`src/design/cdq_pkg.sv`:
```
// Shared types, field widths and request/status codes for the connection deque.
// Used by cdq_ctrl and the top level; depends on nothing else.
package cdq_pkg;

   // Field widths of the request and response beats.
   localparam int KIND_W   = 2;
   localparam int CONN_W   = 16;
   localparam int STAMP_W  = 32;
   localparam int POS_W    = 4;
   localparam int COUNT_W  = 5;
   localparam int STATUS_W = 2;
   localparam int ENTRY_W  = CONN_W + STAMP_W;

   // Default number of queue slots.
   localparam int DEFAULT_QUEUE_DEPTH = 16;

   // Request kinds.
   localparam logic [KIND_W-1:0] KIND_PUSH     = 2'd0;
   localparam logic [KIND_W-1:0] KIND_POP_HEAD = 2'd1;
   localparam logic [KIND_W-1:0] KIND_POP_TAIL = 2'd2;
   localparam logic [KIND_W-1:0] KIND_REMOVE   = 2'd3;

   // Response status codes.
   localparam logic [STATUS_W-1:0] STATUS_OK    = 2'd0;
   localparam logic [STATUS_W-1:0] STATUS_FULL  = 2'd1;
   localparam logic [STATUS_W-1:0] STATUS_EMPTY = 2'd2;
   localparam logic [STATUS_W-1:0] STATUS_RANGE = 2'd3;

   typedef logic [COUNT_W-1:0]  count_type;
   typedef logic [STATUS_W-1:0] status_type;

   // One stored queue entry.
   typedef struct packed {
      logic [CONN_W-1:0]  conn;
      logic [STAMP_W-1:0] stamp;
   } entry_type;

   // Response beat handed from the sequencer to the output register stage.
   typedef struct packed {
      logic                strobe;
      logic                entry_valid;
      logic [CONN_W-1:0]   removed_connection;
      logic [STAMP_W-1:0]  removed_stamp;
      count_type           entry_count;
      status_type          status;
   } rsp_beat_type;

endpackage

```
`src/design/cdq_ram.sv`:
```
// Generic single-clock RAM: one write port, one read port, registered read data.
// Self-contained; no package dependencies.
module cdq_ram #(
   parameter int WIDTH = 8,
   parameter int DEPTH = 16
) (
   input  logic                     clock,
   input  logic                     wr_en,
   input  logic [$clog2(DEPTH)-1:0] wr_addr,
   input  logic [WIDTH-1:0]         wr_data,
   input  logic                     rd_en,
   input  logic [$clog2(DEPTH)-1:0] rd_addr,
   output logic [WIDTH-1:0]         rd_data
);

   logic [WIDTH-1:0] mem_ff [DEPTH];
   logic [WIDTH-1:0] rd_data_ff;

   // Write port and registered read port.
   always_ff @(posedge clock) begin
      if (wr_en) begin
         mem_ff[wr_addr] <= wr_data;
      end
      if (rd_en) begin
         rd_data_ff <= mem_ff[rd_addr];
      end
   end

   assign rd_data = rd_data_ff;

endmodule

```
`src/design/cdq_ctrl.sv`:
```
// Sequencer of the connection deque: head pointer, occupancy and the read,
// shift and write-back steps on the entry RAM. Depends on cdq_pkg.
module cdq_ctrl #(
   parameter int QUEUE_DEPTH = cdq_pkg::DEFAULT_QUEUE_DEPTH
) (
   input  logic                            clock,
   input  logic                            reset,
   input  logic                            start,
   output logic                            busy,
   input  logic [cdq_pkg::KIND_W-1:0]      req_kind,
   input  logic [cdq_pkg::CONN_W-1:0]      req_connection_id,
   input  logic [cdq_pkg::STAMP_W-1:0]     req_arrival_stamp,
   input  logic [cdq_pkg::POS_W-1:0]       req_position,
   output logic                            mem_wr_en,
   output logic [$clog2(QUEUE_DEPTH)-1:0]  mem_wr_addr,
   output cdq_pkg::entry_type              mem_wr_data,
   output logic                            mem_rd_en,
   output logic [$clog2(QUEUE_DEPTH)-1:0]  mem_rd_addr,
   input  cdq_pkg::entry_type              mem_rd_data,
   output cdq_pkg::rsp_beat_type           rsp_beat
);

   localparam int PW = $clog2(QUEUE_DEPTH);
   localparam int OW = $clog2(QUEUE_DEPTH + 1);
   localparam int CW = (OW > cdq_pkg::POS_W) ? OW : cdq_pkg::POS_W;

   typedef logic [PW-1:0] ptr_type;
   typedef logic [OW-1:0] occ_type;
   typedef logic [CW-1:0] cmp_type;

   localparam logic [PW:0]   DEPTH_WIDE = QUEUE_DEPTH[PW:0];
   localparam logic [OW-1:0] DEPTH_OCC  = QUEUE_DEPTH[OW-1:0];

   typedef enum logic [2:0] {
      ST_IDLE  = 3'b001,
      ST_FETCH = 3'b010,
      ST_SHIFT = 3'b100
   } state_type;

   state_type                   state_ff, state_in;
   ptr_type                     head_ff, head_in;
   occ_type                     occ_ff, occ_in;
   logic [cdq_pkg::KIND_W-1:0]  kind_ff, kind_in;
   ptr_type                     k_ff, k_in;
   cdq_pkg::entry_type          removed_ff, removed_in;

   logic                        accept;
   occ_type                     occ_last;
   occ_type                     k_wide;
   ptr_type                     offset;
   logic                        finish;
   cdq_pkg::entry_type          finish_entry;

   // Physical slot of a logical offset from the head, wrapped once.
   function automatic ptr_type slot_of(input ptr_type head, input ptr_type off);
      logic [PW:0] sum;
      sum = {1'b0, head} + {1'b0, off};
      if (sum >= DEPTH_WIDE) begin
         sum = sum - DEPTH_WIDE;
      end
      return sum[PW-1:0];
   endfunction

   assign accept   = start && (state_ff == ST_IDLE);
   assign busy     = (state_ff != ST_IDLE);
   assign occ_last = occ_ff - occ_type'(1);
   assign k_wide   = occ_type'(k_ff);

   // Next-state logic: decode in idle, then fetch the removed entry and, for a
   // remove, shift later entries one slot toward the head, one entry per cycle.
   always_comb begin
      state_in     = state_ff;
      head_in      = head_ff;
      occ_in       = occ_ff;
      kind_in      = kind_ff;
      k_in         = k_ff;
      removed_in   = removed_ff;
      mem_wr_en    = 1'b0;
      mem_wr_addr  = slot_of(head_ff, k_ff);
      mem_wr_data  = mem_rd_data;
      mem_rd_en    = 1'b0;
      mem_rd_addr  = '0;
      rsp_beat     = '0;
      finish       = 1'b0;
      finish_entry = mem_rd_data;
      offset       = '0;

      unique case (state_ff)
         ST_IDLE: begin
            if (accept) begin
               if (req_kind == cdq_pkg::KIND_PUSH) begin
                  rsp_beat.strobe = 1'b1;
                  if (occ_ff == DEPTH_OCC) begin
                     rsp_beat.status = cdq_pkg::STATUS_FULL;
                  end else begin
                     mem_wr_en        = 1'b1;
                     mem_wr_addr      = slot_of(head_ff, ptr_type'(occ_ff));
                     mem_wr_data.conn  = req_connection_id;
                     mem_wr_data.stamp = req_arrival_stamp;
                     occ_in           = occ_ff + occ_type'(1);
                     rsp_beat.status  = cdq_pkg::STATUS_OK;
                  end
                  rsp_beat.entry_count = cdq_pkg::count_type'(occ_in);
               end else if (occ_ff == '0) begin
                  rsp_beat.strobe      = 1'b1;
                  rsp_beat.status      = cdq_pkg::STATUS_EMPTY;
                  rsp_beat.entry_count = cdq_pkg::count_type'(occ_ff);
               end else if (req_kind == cdq_pkg::KIND_REMOVE &&
                            cmp_type'(req_position) >= cmp_type'(occ_ff)) begin
                  rsp_beat.strobe      = 1'b1;
                  rsp_beat.status      = cdq_pkg::STATUS_RANGE;
                  rsp_beat.entry_count = cdq_pkg::count_type'(occ_ff);
               end else begin
                  priority if (req_kind == cdq_pkg::KIND_POP_HEAD) begin
                     offset = '0;
                  end else if (req_kind == cdq_pkg::KIND_POP_TAIL) begin
                     offset = ptr_type'(occ_last);
                  end else begin
                     offset = ptr_type'(req_position);
                  end
                  mem_rd_en   = 1'b1;
                  mem_rd_addr = slot_of(head_ff, offset);
                  kind_in     = req_kind;
                  k_in        = offset;
                  state_in    = ST_FETCH;
               end
            end
         end
         ST_FETCH: begin
            // Read data now holds the entry being removed.
            if (kind_ff == cdq_pkg::KIND_REMOVE && k_wide != occ_last) begin
               mem_rd_en   = 1'b1;
               mem_rd_addr = slot_of(head_ff, k_ff + ptr_type'(1));
               removed_in  = mem_rd_data;
               state_in    = ST_SHIFT;
            end else begin
               finish       = 1'b1;
               finish_entry = mem_rd_data;
            end
         end
         ST_SHIFT: begin
            // Read data holds the entry after slot k; move it into slot k.
            mem_wr_en   = 1'b1;
            mem_wr_addr = slot_of(head_ff, k_ff);
            mem_wr_data = mem_rd_data;
            k_in        = k_ff + ptr_type'(1);
            if (k_wide + occ_type'(1) != occ_last) begin
               mem_rd_en   = 1'b1;
               mem_rd_addr = slot_of(head_ff, k_ff + ptr_type'(2));
            end else begin
               finish       = 1'b1;
               finish_entry = removed_ff;
            end
         end
         default: begin
            state_in = ST_IDLE;
         end
      endcase

      // Completion of a removal: report the entry and shrink the queue.
      if (finish) begin
         occ_in                      = occ_ff - occ_type'(1);
         state_in                    = ST_IDLE;
         if (kind_ff == cdq_pkg::KIND_POP_HEAD) begin
            head_in = slot_of(head_ff, ptr_type'(1));
         end
         rsp_beat.strobe             = 1'b1;
         rsp_beat.entry_valid        = 1'b1;
         rsp_beat.removed_connection = finish_entry.conn;
         rsp_beat.removed_stamp      = finish_entry.stamp;
         rsp_beat.entry_count        = cdq_pkg::count_type'(occ_in);
         rsp_beat.status             = cdq_pkg::STATUS_OK;
      end
   end

   // Control state.
   always_ff @(posedge clock) begin
      if (reset) begin
         state_ff <= ST_IDLE;
         head_ff  <= '0;
         occ_ff   <= '0;
      end else begin
         state_ff <= state_in;
         head_ff  <= head_in;
         occ_ff   <= occ_in;
      end
   end

   // Per-request working registers.
   always_ff @(posedge clock) begin
      kind_ff    <= kind_in;
      k_ff       <= k_in;
      removed_ff <= removed_in;
   end

endmodule

```
`src/design/connection_deque_with_index_removal.sv`:
```
// Top level of the connection deque: sequencer, entry RAM and response register.
// Depends on cdq_pkg, cdq_ram and cdq_ctrl.
//
// Usage: a request beat is taken when start is high and busy is low. It carries
// req_kind (push at tail, pop head, pop tail, remove at position), the
// connection number and arrival stamp to push, and the position to remove.
// Every request gives exactly one response beat, shown on the rsp_ ports for a
// single cycle while rsp_strobe is high; the receiver cannot stall it.
// A push, and any refused request, holds busy low: the response appears in
// the cycle after acceptance and the next request may be taken at once.
// Pop head and pop tail keep busy high for the RAM read of the entry they
// return. Remove at position p reads that entry, then moves each later
// entry one slot toward the head over the single RAM write port before
// it responds. The response strobes in the cycle busy drops.
// Reset empties the queue and clears the head pointer; stored entries are
// left as they are and are never read before being pushed again.
module connection_deque_with_index_removal #(
   parameter int QUEUE_DEPTH = cdq_pkg::DEFAULT_QUEUE_DEPTH
) (
   input  logic                          clock,
   input  logic                          reset,
   input  logic                          start,
   output logic                          busy,
   input  logic [cdq_pkg::KIND_W-1:0]    req_kind,
   input  logic [cdq_pkg::CONN_W-1:0]    req_connection_id,
   input  logic [cdq_pkg::STAMP_W-1:0]   req_arrival_stamp,
   input  logic [cdq_pkg::POS_W-1:0]     req_position,
   output logic                          rsp_strobe,
   output logic                          rsp_entry_valid,
   output logic [cdq_pkg::CONN_W-1:0]    rsp_removed_connection,
   output logic [cdq_pkg::STAMP_W-1:0]   rsp_removed_stamp,
   output logic [cdq_pkg::COUNT_W-1:0]   rsp_entry_count,
   output logic [cdq_pkg::STATUS_W-1:0]  rsp_status
);

   localparam int PW = $clog2(QUEUE_DEPTH);

   logic                   mem_wr_en;
   logic [PW-1:0]          mem_wr_addr;
   cdq_pkg::entry_type     mem_wr_data;
   logic                   mem_rd_en;
   logic [PW-1:0]          mem_rd_addr;
   cdq_pkg::entry_type     mem_rd_data;
   cdq_pkg::rsp_beat_type  rsp_beat;

   logic                   strobe_ff;
   cdq_pkg::rsp_beat_type  beat_ff;

   // Sequencer.
   cdq_ctrl #(
      .QUEUE_DEPTH (QUEUE_DEPTH)
   ) u_ctrl (
      .clock             (clock),
      .reset             (reset),
      .start             (start),
      .busy              (busy),
      .req_kind          (req_kind),
      .req_connection_id (req_connection_id),
      .req_arrival_stamp (req_arrival_stamp),
      .req_position      (req_position),
      .mem_wr_en         (mem_wr_en),
      .mem_wr_addr       (mem_wr_addr),
      .mem_wr_data       (mem_wr_data),
      .mem_rd_en         (mem_rd_en),
      .mem_rd_addr       (mem_rd_addr),
      .mem_rd_data       (mem_rd_data),
      .rsp_beat          (rsp_beat)
   );

   // Entry storage: connection number and stamp per slot.
   cdq_ram #(
      .WIDTH (cdq_pkg::ENTRY_W),
      .DEPTH (QUEUE_DEPTH)
   ) u_ram (
      .clock   (clock),
      .wr_en   (mem_wr_en),
      .wr_addr (mem_wr_addr),
      .wr_data (mem_wr_data),
      .rd_en   (mem_rd_en),
      .rd_addr (mem_rd_addr),
      .rd_data (mem_rd_data)
   );

   // Response register: the strobe is reset, the payload is not.
   always_ff @(posedge clock) begin
      if (reset) begin
         strobe_ff <= 1'b0;
      end else begin
         strobe_ff <= rsp_beat.strobe;
      end
   end

   always_ff @(posedge clock) begin
      if (rsp_beat.strobe) begin
         beat_ff <= rsp_beat;
      end
   end

   assign rsp_strobe             = strobe_ff;
   assign rsp_entry_valid        = beat_ff.entry_valid;
   assign rsp_removed_connection = beat_ff.removed_connection;
   assign rsp_removed_stamp      = beat_ff.removed_stamp;
   assign rsp_entry_count        = beat_ff.entry_count;
   assign rsp_status             = beat_ff.status;

   // A multi-cycle request always ends with its response beat.
   assert property (@(posedge clock) disable iff (reset)
      $fell(busy) |-> rsp_strobe)
      else $error("busy dropped without a response beat");

   // Only a successful request returns an entry.
   assert property (@(posedge clock) disable iff (reset)
      (rsp_strobe && rsp_entry_valid) |-> (rsp_status == cdq_pkg::STATUS_OK))
      else $error("entry returned with a refusal status");

   // A refused push reports a full queue.
   assert property (@(posedge clock) disable iff (reset)
      (rsp_strobe && rsp_status == cdq_pkg::STATUS_FULL) |->
         (rsp_entry_count == cdq_pkg::count_type'(QUEUE_DEPTH) && !rsp_entry_valid))
      else $error("full refusal with a queue that is not full");

endmodule
```
`config.mk`:
```
export PLATFORM = sky130hd
export DESIGN_NAME = connection_deque_with_index_removal
export DESIGN_NICKNAME = d
export VERILOG_FILES = /design/src/design/cdq_pkg.sv /design/src/design/cdq_ram.sv /design/src/design/cdq_ctrl.sv /design/src/design/connection_deque_with_index_removal.sv
export SDC_FILE = /design/constraint.sdc
export NUM_CORES = 1
export LEC_CHECK = 0
export BUFFER_PORTS_ARGS = -buffer_cell sky130_fd_sc_hd__buf_2
export CORE_AREA = 5 5 295 297
export DETAILED_ROUTE_END_ITERATION = 6
export DIE_AREA = 0 0 300 302
export PLACE_DENSITY = 0.61
export REMOVE_ABC_BUFFERS = 1
export SYNTH_ARGS = -nofsm -noshare
export SYNTH_HDL_FRONTEND = slang
export SYNTH_SLANG_ARGS = --single-unit
export TNS_END_PERCENT = 1
```
`constraint.sdc`:
```
create_clock -name clock -period 7.49 [get_ports clock]
set_input_delay 1.8725 -clock clock [delete_from_list [all_inputs] [get_ports clock]]
set_output_delay 1.8725 -clock clock [all_outputs]
set_load 0.005 [all_outputs]
```
==> key figures, run 1 <==
Timing
  – Final Setup Violations: 0
  – Period utilization: 70.65%
  – Max-Slew Margin vs Limit: 26.32%
  – Final hold vios: 0
  – RSZ-0062 raised after global routing: false
  – Fin. max-slew vios: 0
  – Fmax: 0.1890 GHz
  – Clock Skews: 0.03253 ns
  – Tmin final: 5.292 ns
  – Worst-margin pin slew: 1.105 ns

Critical path
  – CP Data Required Time: 7.88 ns
  – Worst R2R End: u_ram.rd_data[44]
  – R2R Setup Slk: 2.30 ns
  – Startpoint Class: input pin
  – Crit end category: register
  – Worst reg2reg path startpoint: u_ctrl.occ_ff[1]
  – Max incr delay on CP: 0.75 ns
  – Crit Path Class: in -> reg
  – Critical Path End: u_ram.rd_data[44]
  – Arrival time of the worst setup path: 5.68 ns
  – Worst-path fanout max: 24
  – Critical Path Source: req_kind[0]
  – R2R cell count: 11
  – Slowest CP cell: nand3_2
  – Cell breakdown of the critical path: buf_2 > or2_2 > o21ai_0 > ha_1 > fa_1 > xnor2_1 > or3_1 > a21oi_1 > or2_1 > nand3_2 > a2bb2oi_1 > o211ai_1 > o21ai_1

Floorplanning
  – Core area: 84340 sq um
  – Initial core utilization: 44.26%
  – Die W: 300 microns
  – Row count: 107
  – Chip Height: 302 microns
  – DIE AREA: 90600 sq um
  – Num ports: 115

Pwr
  – Pleak: 13.90 nW
  – Pwr Density: 275.6 nW/um^2
  – Total power: 0.01161 W
  – Max VDD drop: 157.7 uV

Logic synthesis
  – Post-Synthesis Cell Area: 37330 sq um
  – Largest cells by area after synthesis: edfxtp_1, nand2_1, a21oi_1
  – Synthesis Warnings: 0
  – Yosys cell types: 58
  – #FFs+latches synth: 939
  – Sequential element share of the synthesized area: 75.19%
  – Share of flip-flops with an asynchronous set or reset: 0%
  – Yosys top cell by area: edfxtp_1
  – Count leader, synth: edfxtp_1
  – Post-Syn Area per Cell: 14.28 sq um
  – Commonest cells post-synth: edfxtp_1, nand2_1, a21oi_1
  – Synth Instances: 2614
  – Ys flop type: edfxtp_1
  – Number of synthesized flops with an enable pin: 926
  – Synth top area share: 74.49%

Clock network
  – Root Buffer: clkbuf_16
  – Setup Fix Bufs, Post-CTS: 0
  – Hold-fix buffers, CTS: 0
  – CTS tree: done
  – CTS Buf Count: 95
  – Clock latency on the worst-skew pair: 0.67 ns
  – Clock slew at reported path FFs: 0.06 ns
  – H-tree depth: 3
  – Clock buffer depth: 3
  – Clk sinks: 939
  – Post-CTS Resized: 0

Routing
  – DR DRC count: 0
  – Routed WL per cell: 24.69 microns
  – Avg Vias per Cell: 5.780
  – Antenna-violating nets left: 0
  – Total wire length: 95590 microns
  – Router iterations before antenna repair: 5
  – DR vias: 22370
  – DR iter-0 viols: 2387

GRT
  – First-pass GRT wire length: 140900 microns
  – All-Layer GR Usage: 20.62%
  – Initial antenna violation count: 4
  – Grt ovf: 0
  – Largest net degree at the start of global routing: 130
  – Vias in the first global route: 21920

Hold path
  – Worst hold path type: reg -> reg

Place
  – DP Area: 39170 sq um
  – PortBufs: 114
  – GPL Wtd Cong: 0.8234
  – Placed wire-length estimate: 48670 microns

Layout
  – Inserted Diodes: 0
  – Layout area overhead: 12.89%
  – Final instance area: 42140 sq um
  – Share of layout cells above drive strength 1: 12.23%
  – Fillers: 7033
  – Nets: 2791

Run
  – MaxCap Viol Count: 0

Outcome
  – Run status: complete, no violations
worst max-delay path: cells and delay by family:
family | cells | cell delay, ns
simple gates | 4 | 1.84
xor+xnor | 1 | 0.06
fa+ha+maj | 2 | 0.50
compound gates | 5 | 1.22
buf+inv | 1 | 0.16
routing by layer:
layer / vias to the layer above / share of wire [%] / GRT usage [%]
met3: 155 / 7.9 / 3.223
met4: 2 / 2.5 / 6.128
met5: - / 0.0073 / 0
met1: 11260 / 43 / 29.71
li1: 10040 / - / -
met2: 918 / 47 / 32.91
state kept, by name, summed over array words and instances (netlist names):
register,count
u_ctrl.removed_ff,48
rsp_removed_stamp,32
u_ctrl.occ_ff,5
u_ctrl.kind_ff,2
rsp_entry_count,5
u_ctrl.k_ff,4
u_ctrl.state_ff,3
u_ram.mem_ff,768
u_ram.rd_data,48
rsp_entry_valid,1
rsp_strobe,1
rsp_status,2
u_ctrl.head_ff,4
rsp_removed_connection,16
cells by family (layout without fill, tap and decap cells):
| kind of cell | count (synthesis) | count (layout) | share of synthesized area (%) |
|---|---|---|---|
| compound gates | 493 | 493 | 8.967 |
| xor+xnor | 37 | 37 | 1.019 |
| fa+ha+maj | 28 | 28 | 1.039 |
| buf+inv | 179 | 346 | 2.236 |
| flops | 939 | 939 | 75.19 |
| mux | 78 | 78 | 2.102 |
| simple gates | 860 | 860 | 9.446 |
layout by cell type, fill, tap and decap left out, types with 24 or more instances in the layout:
cell type  synthesis  routed
mux2i_1           75      75
nand3_1          124     122
o21ai_1           25      25
a22oi_1           76      76
buf_2             76     114
o21ai_0           33      32
o221ai_1          24      24
nor2_1            50      29
buf_4             14      33
nand2_1          644     641
a32oi_1           72      72
a21oi_1          158     157
clkbuf_16          0      97
edfxtp_1         926     926
clkinv_2           0      25
a22o_1            51      51
power by group:
group          internal [W]  leakage (nW)  switching (W)
clock               0.00258          1.47        0.00197
combinational      0.000270          3.92       0.000674
sequential          0.00605          8.51      0.0000657
through the flow:
step                      hold WS (ns)  util (%)  TNS [ns]  setup WS [ns]  cells
after floorplan                 0.4502         -   -188.28         -5.164   2452
after global placement          0.4792     46.44         0          1.621   3699
after detailed placement        0.4767     46.44         0          1.551   3699
after CTS                       0.5003     49.96         0          2.236   3871
after global routing            0.5037     49.96         0          2.061   3871
final                           0.4964     49.96         0          2.198   3871
cell type report:
class                           instances  area (sq um)  area share, %
Sequential cell                       939         28070          66.61
Multi-Input combinational cell       1496          8655          20.54
Clock buffer                          115          2495          5.921
Tap cell                             1090          1364          3.237
Timing Repair Buffer                  157          1018          2.417
Clock inverter                         57         474.2          1.125
Inverter                               17         63.81         0.1514
worst min path at each step:
stage / slack (ns) / end / startpoint / cells after the start
finish: 0.50 / u_ctrl.removed_ff[19] / u_ram.rd_data[19] / 0
global route: 0.50 / u_ctrl.removed_ff[27] / u_ram.rd_data[27] / 0
CTS: 0.50 / u_ctrl.removed_ff[19] / u_ram.rd_data[19] / 0
detailed placement: 0.48 / u_ctrl.removed_ff[27] / u_ram.rd_data[27] / 0
global placement: 0.48 / u_ctrl.removed_ff[19] / u_ram.rd_data[19] / 0
floorplan: 0.45 / u_ctrl.removed_ff[0] / u_ram.rd_data[0] / 0
Note: power is estimated with default switching activity, not from simulation.
==> inputs of run 2 (changes only) <==
--- a/config.mk
+++ b/config.mk
@@ -5,10 +5,11 @@
 export SDC_FILE = /design/constraint.sdc
 export NUM_CORES = 1
 export LEC_CHECK = 0
+export ABC_AREA = 1
 export BUFFER_PORTS_ARGS = -buffer_cell sky130_fd_sc_hd__buf_2
-export CORE_AREA = 5 5 295 297
+export CORE_AREA = 5 5 310 312
 export DETAILED_ROUTE_END_ITERATION = 6
-export DIE_AREA = 0 0 300 302
+export DIE_AREA = 0 0 315 317
 export PLACE_DENSITY = 0.61
 export REMOVE_ABC_BUFFERS = 1
 export SYNTH_ARGS = -nofsm -noshare
==> constraint.sdc (replaced) <==
create_clock -name clock -period 4.85 [get_ports clock]
set_input_delay 1.2125 -clock clock [delete_from_list [all_inputs] [get_ports clock]]
set_output_delay 1.2125 -clock clock [all_outputs]
set_load 0.005 [all_outputs]
==> run 2 against run 1 <==
First-iteration DRC count grew 11%. Synthesized cell count rose by 46%. Sequential power up 48%. Die area up 10%. Total power rose by 47%. Synthesized area rose by 11%. Core utilization increased by 0.64 points. Hold slack worse by 0.048 ns. Via count is 24% higher. Design area rose by 11%. Critical path depth grew 5.
==> key figures, run 2 <==
Routing
  – DR DRC count: 0 (unchanged)
  – Avg Vias per Cell: 5.291 (was 5.780)
  – Total wire length: 107000 microns (was 95590 microns)
  – DR vias: 27780 (was 22370)
  – Antenna-violating nets left: 0 (unchanged)
  – Routed WL per cell: 20.38 microns (was 24.69 microns)
  – DR iter-0 viols: 2638 (was 2387)
  – Router iterations before antenna repair: 6 (was 5)

Floorplanning
  – Chip Height: 317 microns (was 302 microns)
  – Core area: 92770 sq um (was 84340 sq um)
  – Die W: 315 microns (was 300 microns)
  – DIE AREA: 99860 sq um (was 90600 sq um)
  – Num ports: 115 (unchanged)
  – Row count: 112 (was 107)
  – Initial core utilization: 44.59% (was 44.26%)

Critical path
  – Slowest CP cell: dfxtp_1 (was nand3_2)
  – Crit path depth: 18 (was 13)
  – Worst reg2reg path startpoint: u_ctrl.occ_ff[1] (unchanged)
  – Most used cell, CP: nand3_1
  – Arrival time of the worst setup path: 4.49 ns (was 5.68 ns)
  – Crit Path Class: reg -> reg (was in -> reg)
  – Crit-path leading delay family: simple AND/OR/NAND/NOR gates (unchanged)
  – Worst-path fanout max: 120 (was 24)
  – Critical Path End: u_ram.rd_data[44] (unchanged)
  – Startpoint Class: register (was input pin)
  – CP Data Required Time: 5.25 ns (was 7.88 ns)
  – Cell breakdown of the critical path: inv_1 > ha_1 > inv_1 > nand2_1 > nand2_1 > nor2_1 > nand3_1 > nor2_1 > nand2_2 > nand2_2 > nand2_1 > nand2_8 > buf_12 > nand3_1 > nand3_1 > nand3_1 > nand3_1 > nand2_1 (was buf_2 > or2_2 > o21ai_0 > ha_1 > fa_1 > xnor2_1 > or3_1 > a21oi_1 > or2_1 > nand3_2 > a2bb2oi_1 > o211ai_1 > o21ai_1)
  – Max incr delay on CP: 0.53 ns (was 0.75 ns)
  – Critical Path Source: u_ctrl.occ_ff[1] (was req_kind[0])
  – R2R cell count: 18 (was 11)
  – Worst R2R End: u_ram.rd_data[44] (unchanged)
  – Worst Path Buf+Inv: 3 (was 1)
  – Crit end category: register (unchanged)
  – R2R Setup Slk: 0.77 ns (was 2.30 ns)

Place
  – Placed Cells incl. Taps: 5073 (was 3699)
  – PortBufs: 114 (unchanged)
  – Placed wire-length estimate: 54070 microns (was 48670 microns)
  – DP Worst Slack: 0.6879 ns (was 1.551 ns)
  – GPL Wtd Cong: 0.8246 (was 0.8234)
  – DP Area: 43850 sq um (was 39170 sq um)

Layout
  – Nets: 4004 (was 2791)
  – Final Instance Count excl. Fillers: 5250 (was 3871)
  – Layout area overhead: 13.47% (was 12.89%)
  – Max reg flops: 768 (unchanged)
  – Most common cell after layout, fill and taps aside: edfxtp_1 (unchanged)
  – Final instance area: 46940 sq um (was 42140 sq um)
  – Share of layout cells above drive strength 1: 10.49% (was 12.23%)
  – Commonest cells after routing, fill and taps aside: edfxtp_1, nand3_1, nand2_1 (was edfxtp_1, nand2_1, a21oi_1)
  – Most flop-heavy register: u_ram.mem_ff (unchanged)
  – Inserted Diodes: 0 (unchanged)

Clock network
  – H-tree depth: 3 (unchanged)
  – Hold-fix buffers, CTS: 0 (unchanged)
  – Clock slew at reported path FFs: 0.06 ns (about the same)
  – Clock latency on the worst-skew pair: 0.65 ns (was 0.67 ns)
  – Post-CTS Resized: 0 (unchanged)
  – Clock buffer depth: 3 (unchanged)
  – CTS Buf Count: 98 (was 95)
  – Root Buffer: clkbuf_16 (unchanged)
  – CTS tree: done (unchanged)
  – Setup Fix Bufs, Post-CTS: 0 (unchanged)
  – Clk sinks: 939 (unchanged)

GRT
  – Largest net degree at the start of global routing: 177 (was 130)
  – Grt ovf: 0 (unchanged)
  – All-Layer GR Usage: 21.17% (was 20.62%)
  – Initial antenna violation count: 1 (was 4)
  – Vias in the first global route: 26930 (was 21920)
  – First-pass GRT wire length: 162800 microns (was 140900 microns)

Logic synthesis
  – Share of flip-flops with an asynchronous set or reset: 0% (unchanged)
  – Commonest cells post-synth: edfxtp_1, nand3_1, nand2_1 (was edfxtp_1, nand2_1, a21oi_1)
  – Post-Syn Area per Cell: 10.82 sq um (was 14.28 sq um)
  – Synthesis Warnings: 0 (unchanged)
  – Yosys cell types: 38 (was 58)
  – #FFs+latches synth: 939 (unchanged)
  – Sequential element share of the synthesized area: 67.85% (was 75.19%)
  – Count leader, synth: edfxtp_1 (unchanged)
  – Largest cells by area after synthesis: edfxtp_1, nand3_1, nand2_1 (was edfxtp_1, nand2_1, a21oi_1)
  – Yosys top cell by area: edfxtp_1 (unchanged)
  – Synth Instances: 3825 (was 2614)
  – Number of synthesized flops with an enable pin: 926 (unchanged)
  – Ys flop type: edfxtp_1 (unchanged)
  – Synth top area share: 67.22% (was 74.49%)
  – Post-Synthesis Cell Area: 41370 sq um (was 37330 sq um)

Timing
  – Max-Slew Margin vs Limit: 20.83% (was 26.32%)
  – Fin. max-slew vios: 0 (unchanged)
  – Final hold vios: 0 (unchanged)
  – Period utilization: 84.22%
  – Tmin final: 4.085 ns
  – Fmax: 0.2448 GHz
  – Final Setup Violations: 0 (unchanged)
  – Worst-margin pin slew: 1.180 ns (was 1.105 ns)
  – Clock Skews: 0.02120 ns (was 0.03253 ns)
  – RSZ-0062 raised after global routing: false (unchanged)
  – Worst setup margin: 0.7655 ns (was 2.198 ns)

Pwr
  – Max VDD drop: 291.3 uV (was 157.7 uV)
  – Pleak: 18.79 nW (was 13.90 nW)
  – Pwr Density: 363.0 nW/um^2 (was 275.6 nW/um^2)
  – Total power: 0.01704 W (was 0.01161 W)

Run
  – MaxCap Viol Count: 0 (unchanged)

Hold path
  – Worst hold path type: reg -> reg (unchanged)

Outcome
  – Run status: complete, no violations (unchanged)
-- run 2: changes by cell type in the layout (fill, tap and decap cells not counted), moves of 51 or more --
cell      previous run  this run
a22oi_1             76         0
nand3_1            122       892
inv_1               16       576
mux2i_1             75         0
nand2_1            641       766
nand3b_1             0        97
a21oi_1            157        64
a22o_1              51         0
o21ai_0             32        97
a32oi_1             72         0
-- run 2: area by class of cell --
cell class              instances  area, sq um
clock inverters                60        501.7
flip-flops and latches        939        28070
inverters                     587         2207
multi-input cells            2071        10230
fillers                      8213        45830
repair buffers                222         1782
well taps                    1254         1569
clock buffers                 117         2587
-- run 2: kinds of logic (layout without fill, tap and decap cells) --
| logic type | Yosys count | after routing | synth area share, % |
|---|---|---|---|
| flops | 939 | 939 | 67.85 |
| simple gates | 1833 | 1833 | 20.53 |
| xor+xnor | 17 | 17 | 0.3599 |
| compound gates | 193 | 193 | 2.389 |
| fa+ha+maj | 28 | 28 | 0.9376 |
| buf+inv | 815 | 986 | 7.936 |
-- run 2: worst min-delay path by stage --
stage | from | end | slack (ns) | cells after the start
detailed placement | u_ram.rd_data[11] | u_ctrl.removed_ff[11] | 0.44 | 0
finish | u_ram.rd_data[31] | u_ctrl.removed_ff[31] | 0.45 | 0
global route | u_ram.rd_data[36] | u_ctrl.removed_ff[36] | 0.47 | 0
floorplan | u_ram.rd_data[0] | u_ctrl.removed_ff[0] | 0.43 | 0
global placement | u_ram.rd_data[31] | u_ctrl.removed_ff[31] | 0.43 | 0
CTS | u_ram.rd_data[31] | u_ctrl.removed_ff[31] | 0.45 | 0
-- run 2: routing by layer --
metal	wire, microns	GRT usage (%)	part of all wire, %	up-vias
li1	-	-	-	13140
met1	46540	29.25	44	13500
met2	50720	35.22	47	979
met3	7340	3.206	6.9	158
met4	2373	6.053	2.2	0
met5	0	0	0	-
-- run 2: power by group --
group          leakage (nW)  switching [W]  internal (W)
logic                  8.76       0.000495      0.000207
registers              8.51      0.0000226       0.00900
clock network          1.52        0.00310       0.00421
total                  18.8        0.00362        0.0134
-- run 2: stage by stage --
step | hold WS [ns] | setup TNS [ns] | util, %
floorplan | 0.4264 | -1239.47 | -
global placement | 0.4317 | 0 | 47.27
detailed placement | 0.4356 | 0 | 47.27
CTS | 0.4463 | 0 | 50.60
global route | 0.4657 | 0 | 50.60
finish | 0.4480 | 0 | 50.60
